**src/sv/tslavg_pkg.sv**
```systemverilog
// ----------------------------------------------------------------------------
// tslavg_pkg
// Shared types and codes for the time-series lerp and window average block.
// ----------------------------------------------------------------------------
package tslavg_pkg;

  localparam logic [1:0] OP_WRITE = 2'd0;
  localparam logic [1:0] OP_LERP  = 2'd1;
  localparam logic [1:0] OP_AVG   = 2'd2;

  typedef enum logic [4:0] {
    S_IDLE, S_NCALC, S_SDIV, S_SDIVW, S_L0, S_L0C, S_LNC, S_LSRCH, S_LLO,
    S_LEVAL, S_LDIV, S_LMUL, S_LADD, S_LEND, S_AVG, S_AVGW, S_DONE
  } state_t;

  typedef enum logic [2:0] {
    ADDR_ZERO, ADDR_LAST, ADDR_ONE, ADDR_NEXT, ADDR_SEG
  } addr_sel_t;

  typedef enum logic [1:0] {
    DIV_SPAN, DIV_LAMBDA, DIV_SUM
  } div_sel_t;

  typedef enum logic [1:0] {
    VAL_RD, VAL_HI, VAL_LO, VAL_MUL
  } val_sel_t;

  typedef struct packed {
    logic      in_ready;
    logic      latch_in;
    logic      write_en;
    logic      ncalc;
    logic      div_start;
    div_sel_t  div_sel;
    logic      off_init;
    logic      off_step;
    addr_sel_t addr_sel;
    logic      m_clear;
    logic      m_inc;
    logic      cap_hi;
    logic      cap_lo;
    logic      mul;
    logic      val_load;
    val_sel_t  val_sel;
    logic      acc_add;
    logic      avg_cap;
    logic      out_load;
  } cmd_t;

  typedef struct packed {
    logic [1:0] in_op;
    logic [1:0] op;
    logic       le_first;
    logic       ge_last;
    logic       search_go;
    logic       eval_hi;
    logic       eval_lo;
    logic       div_done;
    logic       last_sample;
    logic       out_free;
  } status_t;

endpackage

```
**src/sv/tslavg_ctrl.sv**
```systemverilog
// ----------------------------------------------------------------------------
// tslavg_ctrl
// Sequencer for record writes, point lerp and window average.
// ----------------------------------------------------------------------------
module tslavg_ctrl import tslavg_pkg::*; (
  input  logic    clk,
  input  logic    rst,
  input  logic    in_valid,
  input  status_t st,
  output cmd_t    cmd
);

  state_t state, state_next;

  always_ff @(posedge clk) begin
    if (rst) begin
      state <= S_IDLE;
    end else begin
      state <= state_next;
    end
  end

  always_comb begin
    state_next = state;
    unique case (state)
      S_IDLE: begin
        if (in_valid) begin
          if (st.in_op == OP_LERP) state_next = S_L0;
          else if (st.in_op == OP_AVG) state_next = S_NCALC;
        end
      end
      S_NCALC: state_next = S_SDIV;
      S_SDIV:  state_next = S_SDIVW;
      S_SDIVW: if (st.div_done) state_next = S_L0;
      S_L0:    state_next = S_L0C;
      S_L0C:   state_next = st.le_first ? S_LEND : S_LNC;
      S_LNC:   state_next = st.ge_last ? S_LEND : S_LSRCH;
      S_LSRCH: if (!st.search_go) state_next = S_LLO;
      S_LLO:   state_next = S_LEVAL;
      S_LEVAL: state_next = (st.eval_hi || st.eval_lo) ? S_LEND : S_LDIV;
      S_LDIV:  if (st.div_done) state_next = S_LMUL;
      S_LMUL:  state_next = S_LADD;
      S_LADD:  state_next = S_LEND;
      S_LEND: begin
        if (st.op == OP_LERP) state_next = S_DONE;
        else if (st.last_sample) state_next = S_AVG;
        else state_next = S_L0;
      end
      S_AVG:   state_next = S_AVGW;
      S_AVGW:  if (st.div_done) state_next = S_DONE;
      S_DONE:  if (st.out_free) state_next = S_IDLE;
      default: state_next = S_IDLE;
    endcase
  end

  always_comb begin
    cmd = '0;
    cmd.div_sel  = DIV_SPAN;
    cmd.addr_sel = ADDR_ZERO;
    cmd.val_sel  = VAL_RD;
    unique case (state)
      S_IDLE: begin
        cmd.in_ready = 1'b1;
        cmd.latch_in = in_valid;
        cmd.write_en = in_valid && st.in_op == OP_WRITE;
      end
      S_NCALC: cmd.ncalc = 1'b1;
      S_SDIV: begin
        cmd.div_start = 1'b1;
        cmd.div_sel   = DIV_SPAN;
      end
      S_SDIVW: cmd.off_init = st.div_done;
      S_L0:    cmd.addr_sel = ADDR_ZERO;
      S_L0C: begin
        cmd.val_load = st.le_first;
        cmd.addr_sel = ADDR_LAST;
      end
      S_LNC: begin
        cmd.val_load = st.ge_last;
        cmd.m_clear  = 1'b1;
        cmd.addr_sel = ADDR_ONE;
      end
      S_LSRCH: begin
        cmd.m_inc    = st.search_go;
        cmd.cap_hi   = !st.search_go;
        cmd.addr_sel = st.search_go ? ADDR_NEXT : ADDR_SEG;
      end
      S_LLO:   cmd.cap_lo = 1'b1;
      S_LEVAL: begin
        cmd.val_load  = st.eval_hi || st.eval_lo;
        cmd.val_sel   = st.eval_hi ? VAL_HI : VAL_LO;
        cmd.div_start = !(st.eval_hi || st.eval_lo);
        cmd.div_sel   = DIV_LAMBDA;
      end
      S_LDIV:  cmd.div_sel = DIV_LAMBDA;
      S_LMUL:  cmd.mul = 1'b1;
      S_LADD: begin
        cmd.val_load = 1'b1;
        cmd.val_sel  = VAL_MUL;
      end
      S_LEND: begin
        cmd.acc_add  = st.op == OP_AVG;
        cmd.off_step = st.op == OP_AVG && !st.last_sample;
      end
      S_AVG: begin
        cmd.div_start = 1'b1;
        cmd.div_sel   = DIV_SUM;
      end
      S_AVGW:  cmd.avg_cap = st.div_done;
      S_DONE:  cmd.out_load = st.out_free;
      default: cmd = '0;
    endcase
  end

endmodule

```
**config.mk**
```make
export PLATFORM = sky130hd
export DESIGN_NAME = tslavg_ctrl
export DESIGN_NICKNAME = d
export VERILOG_FILES = /design/src/sv/tslavg_pkg.sv /design/src/sv/tslavg_ctrl.sv
export SDC_FILE = /design/constraint.sdc
export NUM_CORES = 1
export LEC_CHECK = 0
export ABC_AREA = 0
export BUFFER_PORTS_ARGS = -buffer_cell sky130_fd_sc_hd__buf_2
export CAP_MARGIN = 20
export CORE_MARGIN = 1
export CORE_UTILIZATION = 41
export CTS_CLUSTER_SIZE = 14
export DETAILED_ROUTE_END_ITERATION = 10
export PLACE_DENSITY = 0.85
export SETUP_SLACK_MARGIN = 0.05
export SYNTH_ARGS = -nofsm -noshare
export SYNTH_HDL_FRONTEND = slang
export SYNTH_SLANG_ARGS = --single-unit
```
**constraint.sdc**
```tcl
create_clock -name clk -period 1.45 [get_ports clk]
set_input_delay 0.145 -clock clk [delete_from_list [all_inputs] [get_ports clk]]
set_output_delay 0.145 -clock clk [all_outputs]
set_load 0.1 [all_outputs]
```
==> key figures, run 1 <==
Placed design
  • Buffers added on ports: 37
  • Final Wtd Congestion: 0.983
  • DP HPWL: 4190 um

Floorplan
  • Die width: between 40 and 50 um
  • FP Rows: 15
  • Die Y: between 40 and 50 um
  • Starting Density: 45.0%
  • I/O Pins: 38

Status
  • Error msg: [ERROR DPL-0033] detailed placement checks failed during check placement.
  • Stop stage: detailed placement
  • Status: stopped before the end

Synthesis
  • EDFF count, synth: 0
  • FF+latch count, synth: 5
  • Synthesis Warnings: 0
  • Syn Inst Count: about 120
  • Number of distinct library cells after synthesis: 42
  • Mapped Area: 793 um^2
  • Synthesized Nets: 135
  • Avg Synthesized Cell Area: 6.72 um^2
  • Top FF cell, synth: dfxtp_1
  • Asr flop ratio synth: 0%
  • Seq/Total Area, Yosys: 12.6%
cell usage after synthesis (2+ instances only):
master,n,area [um^2]
nor2_1,16,60.1
nand2_1,11,41.3
inv_1,10,37.5
nor3_1,6,30.0
o21ai_0,6,30.0
a21oi_1,5,25.0
dfxtp_1,5,100
nor2b_1,5,31.3
o2bb2ai_1,4,35.0
buf_2,3,15.0
clkbuf_1,3,11.3
nand2b_1,3,18.8
nand3_1,3,15.0
nor4_1,3,18.8
a211o_1,2,17.5
and2_1,2,12.5
ha_1,2,25.0
nor3b_1,2,15.0
o32ai_1,2,17.5
or3_1,2,12.5
xnor2_1,2,17.5
per-stage QoR:
stage	worst slack (ns)	setup TNS [ns]	instance area (um^2)	std cells	hold WS, ns
global placement	-0.142	-1.32	1760	205	0.369
floorplan	-1.10	-10.13	1050	118	0.207
logic make-up after synthesis:
group / Yosys count / share of synthesized area [%]
xor gates and xnor gates: 2 / 2.21
DFF: 5 / 12.6
AOI/OAI and AO/OA: 27 / 27.4
buffers and inverters: 19 / 10.9
adders and majority gates: 2 / 3.15
and+or+nand+nor: 63 / 43.7
==> inputs of run 2 (changes only) <==
--- a/config.mk
+++ b/config.mk
@@ -8,12 +8,10 @@
 export ABC_AREA = 0
 export BUFFER_PORTS_ARGS = -buffer_cell sky130_fd_sc_hd__buf_2
 export CAP_MARGIN = 20
-export CORE_MARGIN = 1
-export CORE_UTILIZATION = 41
-export CTS_CLUSTER_SIZE = 14
+export CORE_AREA = 2 2 63 65
 export DETAILED_ROUTE_END_ITERATION = 10
-export PLACE_DENSITY = 0.85
-export SETUP_SLACK_MARGIN = 0.05
+export DIE_AREA = 0 0 65 67
+export PLACE_DENSITY_LB_ADDON = 0.15
 export SYNTH_ARGS = -nofsm -noshare
 export SYNTH_HDL_FRONTEND = slang
 export SYNTH_SLANG_ARGS = --single-unit
==> constraint.sdc (replaced) <==
create_clock -name clk -period 1.9 [get_ports clk]
set_input_delay 0.19 -clock clk [delete_from_list [all_inputs] [get_ports clk]]
set_output_delay 0.19 -clock clk [all_outputs]
set_load 0.1 [all_outputs]
==> run 2 against run 1 <==
  * The flow now finishes without violations
  * Synthesized cell count did not move
  * Area after synthesis did not move
==> key figures, run 2 <==
Critical path
  • Critical Path RT: between 1.5 and 2 ns
  • Crit Path Class: register to primary output
  • R2R depth: 5
  • CP startpoint kind: register
  • CP endpoint kind: primary output
  • Crit Path Max Fanout: 11
  • Crit path arrival time: 1.66 ns

Clocking
  • Root buf cell: clkbuf_8
  • H-tree levels: 1
  • Hold-fix buffers, CTS: 0
  • Worst-path clk slew: 0.04 ns
  • Clock sink total: 5
  • CTS tree: done
  • TritonCTS Buffers: 3
  • Clk_lat worst skew: 0.22 ns
  • CTS max path bufs: 2

Synthesis
  • Asr flop ratio synth: 0% (unchanged)
  • Synthesis Warnings: 0 (unchanged)
  • Count leader, synth: nor2_1 (unchanged)
  • FF+latch count, synth: 5 (unchanged)
  • Syn Inst Count: 118 (unchanged)
  • Seq/Total Area, Yosys: 12.6% (unchanged)
  • Mapped Area: 793 um^2 (unchanged)
  • Synth area leader: dfxtp_1 (unchanged)
  • Largest cells by area after synthesis: dfxtp_1 (13%), nor2_1 (7.6%), nand2_1 (5.2%) (unchanged)
  • Avg Synthesized Cell Area: 6.72 um^2 (unchanged)
  • EDFF count, synth: 0 (unchanged)
  • Top FF cell, synth: dfxtp_1 (unchanged)
  • Synthesized Nets: 135 (unchanged)
  • Top cell type's share of synthesized area: 12.6% (unchanged)
  • Number of distinct library cells after synthesis: 42 (unchanged)
  • Synth top cells by count: nor2_1 (16), nand2_1 (11), inv_1 (10), nor3_1 (6), o21ai_0 (6) (unchanged)

Cells and area
  • Final core utilization: 45.4%
  • Leading cell type in the layout, fill and taps excluded: buf_12
  • Top Registers: state (5)
  • Fill cells: approximately 360
  • Multi-input gate area: 762 um^2
  • Max reg flops: 5
  • Most flops, register: state
  • Synth-to-layout area growth: 106%
  • Sequential cell area: 113 um^2
  • Post-route cell area: around 0.0016 mm^2
  • # nets final: approximately 180
  • Share of cells above drive strength 1: 52.2%
  • Commonest cells after routing, fill and taps aside: buf_12 (23), buf_2 (14), nand2_1 (10), buf_4 (10)
  • # diodes: 0
  • Finished Layout Cells: ~210

Detailed routing
  • Total Routed Length: 3070 um
  • Wire per inst: 14.7 um
  • DRC: 0
  • Via count: 1,032
  • DR vias/cell: 4.94
  • Detail Route Antenna Nets: 0
  • Iteration-0 DRC Markers: 43
  • DRT Pass-1 Iters: 5

Timing
  • Hold Fails Final Rpt: 0
  • Pins Over Slew Limit: 0
  • Period utilization: 97.3%
  • Final setup margin: 0.0519 ns
  • Max frequency: 0.541 GHz
  • Min Tclk post-route: 1.85 ns
  • RSZ-0062 raised after global routing: true
  • Setup TNS: 0 ns
  • # setup viols final: 0
  • Clock Skew: 0.00185 ns
  • Rel. slew slack: between 60% and 70%
  • Slew @ Worst Pin: 0.463 ns

Min path
  • Worst hold path depth: 2
  • Worst hold path type: primary input to register

Floorplan
  • FP Rows: 22 (was 15)
  • Die area: approximately 0.0044 mm^2
  • Core ar.: roughly 0.0036 mm^2
  • Die Y: 67 um (was 46.0 um)
  • Die width: 65 um (was 46.0 um)
  • Starting Density: 22.0% (was 45.0%)
  • I/O Pins: 38 (unchanged)

Placed design
  • Worst slack at placement: 0.0610 ns
  • Buffers added on ports: 37 (unchanged)
  • Placed cell count: 204
  • Final Wtd Congestion: 0.793 (was 0.983)
  • Placed Area: approximately 0.0015 mm^2
  • DP HPWL: 2510 um (was 4190 um)

Global routing
  • Vias in the first global route: 985
  • First-pass GRT wire length: 4910 um
  • Initial antenna violation count: 0
  • Overall Global Routing Usage: between 10 and 15%
  • Largest net degree at the start of global routing: 15
  • GRT overflow: 0

Flow run
  • Total of max-cap violations: 0

Power
  • Worst VDD drop: 634 uV
  • Pwr/cell area: 1240 mW/mm^2
  • Leak: 0.641 nW

Status
  • Status: finished, final reports clean (was stopped before the end)
[run 2: cell counts after synthesis]
No cell type changed its count.
[run 2: metrics by stage]
stage	total power, mW	hold WS [ns]
final	2.02	0.194
after global placement	1.77	0.413
after CTS	2.01	0.189
after detailed placement	1.78	0.423
after global routing	2.12	0.210
after floorplan	1.35	0.259
[run 2: cells by family (layout without fill, tap and decap cells)]
kind of cell | Yosys count | count (layout) | share of synthesized area [%]
AO/OA/AOI/OAI | 27 | 27 | 27.4
XOR/XNOR | 2 | 2 | 2.21
adder cells (fa/ha/maj) | 2 | 2 | 3.15
buffers and inverters | 19 | 62 | 10.9
flip-flops | 5 | 5 | 12.6
AND/OR/NAND/NOR | 63 | 63 | 43.7
[run 2: worst paths after layout]
path | start | to | slack [ns]
worst max-delay path | state[0] | cmd[5] | 0.05
worst min-delay path | rst | state[4] | 0.19
worst max register to register | state[3] | state[0] | 0.14
worst min register to register | state[0] | state[0] | 0.54
[run 2: critical path, stage by stage (launching register included)]
cell,delay (ns)
dfxtp_4,0.36
buf_6,0.15
nor2_2,0.19
nand2_1,0.12
inv_1,0.14
a32oi_2,0.08
o211ai_1,0.17
buf_12,0.22
[run 2: timing repair]
action / CTS / global route
endpoints found under the hold margin: 0 / 0
setup endpoints to repair: 5 / 5
pin swaps: 0 / 2
gates resized for setup: 6 / 5
buffers inserted: 0 / 1
[run 2: cell type report]
cell class / count / share of cell area [%]
flip-flops and latches: 5 / 6.88
multi-input cells: 94 / 46.5
well taps: 48 / 3.67
clock buffers: 4 / 2.75
inverters: 10 / 2.52
repair buffers: 48 / 37.7
[run 2: per-layer routing]
layer  up-vias  global-route usage [%]  share of wire [%]
met5         -                       0                  0
met4         0                    3.19               0.36
met3         2                    2.87                7.3
met2        39                    24.4                 48
met1       482                    19.1                 45
li1        509                       -                  -
[run 2: power breakdown]
group / internal (mW) / switching [mW]
clock: 0.144 / 0.0493
combinational: 0.652 / 0.938
sequential: 0.147 / 0.0943
total: 0.943 / 1.08
(Power assumes the default switching activity.)
==> inputs of run 3 (changes only) <==
--- a/config.mk
+++ b/config.mk
@@ -11,7 +11,6 @@
 export CORE_AREA = 2 2 63 65
 export DETAILED_ROUTE_END_ITERATION = 10
 export DIE_AREA = 0 0 65 67
-export PLACE_DENSITY_LB_ADDON = 0.15
 export SYNTH_ARGS = -nofsm -noshare
 export SYNTH_HDL_FRONTEND = slang
 export SYNTH_SLANG_ARGS = --single-unit
==> run 3 against run 2 <==
  * Power barely moved
  * Highest routed layer unchanged
  * Fmax down 1.1%
  * Hold slack improved by 0.0015 ns
  * Clock power about the same
  * Sequential power is 14% higher
  * Core utilization grew 1.3 points
  * Setup slack got worse by 0.021 ns
==> key figures, run 3 (synthesized netlist as in run 2, its figures left out) <==
Detailed routing
  • Total Routed Length: 2930 um (was 3070 um)
  • DR vias/cell: 4.99 (was 4.94)
  • Iteration-0 DRC Markers: 41 (was 43)
  • DRC: 0 (unchanged)
  • Via count: 1,068 (was 1,032)
  • DRT Pass-1 Iters: 5 (unchanged)
  • Wire per inst: 13.7 um (was 14.7 um)
  • Detail Route Antenna Nets: 0 (unchanged)

Critical path
  • CP startpoint kind: register (unchanged)
  • Crit Path Class: register to primary output (unchanged)
  • Crit Path Max Fanout: 7 (was 11)
  • Critical Path RT: 1.71 ns (about the same)
  • CP endpoint kind: primary output (unchanged)
  • Crit path arrival time: 1.68 ns (was 1.66 ns)

Timing
  • Max frequency: 0.535 GHz (was 0.541 GHz)
  • Period utilization: 98.4% (was 97.3%)
  • Worst hold slack: 0.196 ns (was 0.194 ns)
  • Pins Over Slew Limit: 0 (unchanged)
  • Min Tclk post-route: 1.87 ns (was 1.85 ns)
  • # setup viols final: 0 (unchanged)
  • Rel. slew slack: 67.8% (was 69.1%)
  • Slew @ Worst Pin: 0.486 ns (was 0.463 ns)
  • Setup TNS: 0 ns (unchanged)
  • Hold Fails Final Rpt: 0 (unchanged)
  • Clock Skew: 0.00210 ns (was 0.00185 ns)

Global routing
  • Initial antenna violation count: 0 (unchanged)
  • GRT met2 Usage: 23.5% (was 24.4%)
  • Vias in the first global route: 1,003 (was 985)
  • GRT overflow: 0 (unchanged)
  • Met1 usage: 18.8% (was 19.1%)
  • First-pass GRT wire length: 4890 um (was 4910 um)
  • Largest net degree at the start of global routing: 20 (was 15)
  • Overall Global Routing Usage: 14.3% (was 14.5%)
  • Global Route met3 Usage: 2.03% (was 2.87%)
  • GR peak layer: met2 (unchanged)

Status
  • Status: finished, final reports clean (unchanged)

Cells and area
  • Max reg flops: 5 (unchanged)
  • # nets final: 184 (was 179)
  • Leading cell type in the layout, fill and taps excluded: buf_12 (unchanged)
  • # diodes: 0 (unchanged)
  • Top Registers: state (5) (unchanged)
  • Most flops, register: state (unchanged)
  • Finished Layout Cells: 214 (was 209)
  • Commonest cells after routing, fill and taps aside: buf_12 (21), buf_2 (16), buf_4 (14) (was buf_12 (23), buf_2 (14), nand2_1 (10), buf_4 (10))
  • Post-route cell area: 0.00168 mm^2 (was 0.00164 mm^2)
  • Share of cells above drive strength 1: 54.2% (was 52.2%)
  • Synth-to-layout area growth: 112% (was 106%)

Clocking
  • CTS max path bufs: 2 (unchanged)
  • H-tree levels: 1 (unchanged)
  • Root buf cell: clkbuf_8 (unchanged)
  • Hold-fix buffers, CTS: 0 (unchanged)
  • CTS tree: done (unchanged)
  • Clk_lat worst skew: 0.22 ns (about the same)
  • Clock sink total: 5 (unchanged)
  • TritonCTS Buffers: 3 (unchanged)
  • Worst-path clk slew: 0.03 ns (was 0.04 ns)

Floorplan
  • Die Y: 67 um (unchanged)
  • FP Rows: 22 (unchanged)
  • Starting Density: 22.0% (unchanged)
  • Die width: 65 um (unchanged)
  • Core ar.: 0.00361 mm^2 (unchanged)
  • I/O Pins: 38 (unchanged)
  • Die area: 0.00436 mm^2 (unchanged)

Placed design
  • Placed cell count: 201 (was 204)
  • Final Wtd Congestion: 0.848 (was 0.793)
  • DP HPWL: 2230 um (was 2510 um)
  • Buffers added on ports: 37 (unchanged)
  • Placed Area: 0.00151 mm^2 (was 0.00155 mm^2)

Min path
  • Worst hold path type: primary input to register (unchanged)

Power
  • Worst VDD drop: 998 uV (was 634 uV)
  • Pwr/cell area: 1200 mW/mm^2 (was 1240 mW/mm^2)
  • Total chip power: 2.03 mW (was 2.02 mW)
  • Leak: 0.676 nW (was 0.641 nW)

Flow run
  • Total of max-cap violations: 0 (unchanged)
-- run 3: final timing paths --
path         slack (ns)      from  cells after the start        to
max                0.03  state[4]                      7    cmd[5]
max reg2reg        0.13  state[3]                      5  state[1]
min                0.20       rst                      2  state[4]
min reg2reg        0.57  state[0]                      1  state[0]
-- run 3: what timing repair did --
action                     CTS  global route
pin swaps                    1             2
setup buffers                0             8
gates resized for setup      6             9
cloned                       1             0
setup endpoints to repair   11             4
-- run 3: area by class of cell --
class,instances,area (um^2)
Multi-Input combinational cell,94,758
Fill cell,334,1920
Clock buffer,4,45.0
Inverter,10,41.3
Timing Repair Buffer,53,663
Sequential cell,5,116
Tap cell,48,60.1
-- run 3: report_power, final --
| part | internal (mW) | leakage [nW] | switching [mW] |
|---|---|---|---|
| combinational | 0.667 | 0.609 | 0.887 |
| sequential | 0.150 | 0.0442 | 0.126 |
| clock | 0.144 | 0.0228 | 0.0510 |
-- run 3: metal layers --
layer / part of all wire, % / routed length [um] / vias up
met2: 46 / 1350 / 53
met3: 7.2 / 210 / 2
met4: 0.41 / 12 / 0
li1: - / - / 523
met1: 46 / 1360 / 490
met5: 0 / 0 / -
-- run 3: critical path, stage by stage (launching register included) --
cell	delay, ns
dfxtp_2	0.35
buf_12	0.12
and3b_2	0.22
nand2_1	0.11
inv_2	0.07
a32oi_2	0.20
o211ai_1	0.16
clkbuf_16	0.22
-- run 3: through the flow --
step                      setup slack [ns]  utilization, %
final                               0.0312            46.7
after global routing               -0.0132            46.7
after CTS                           0.0164            44.3
after detailed placement            0.0501            41.7
after global placement               0.126            41.7
after floorplan                     -0.694               -
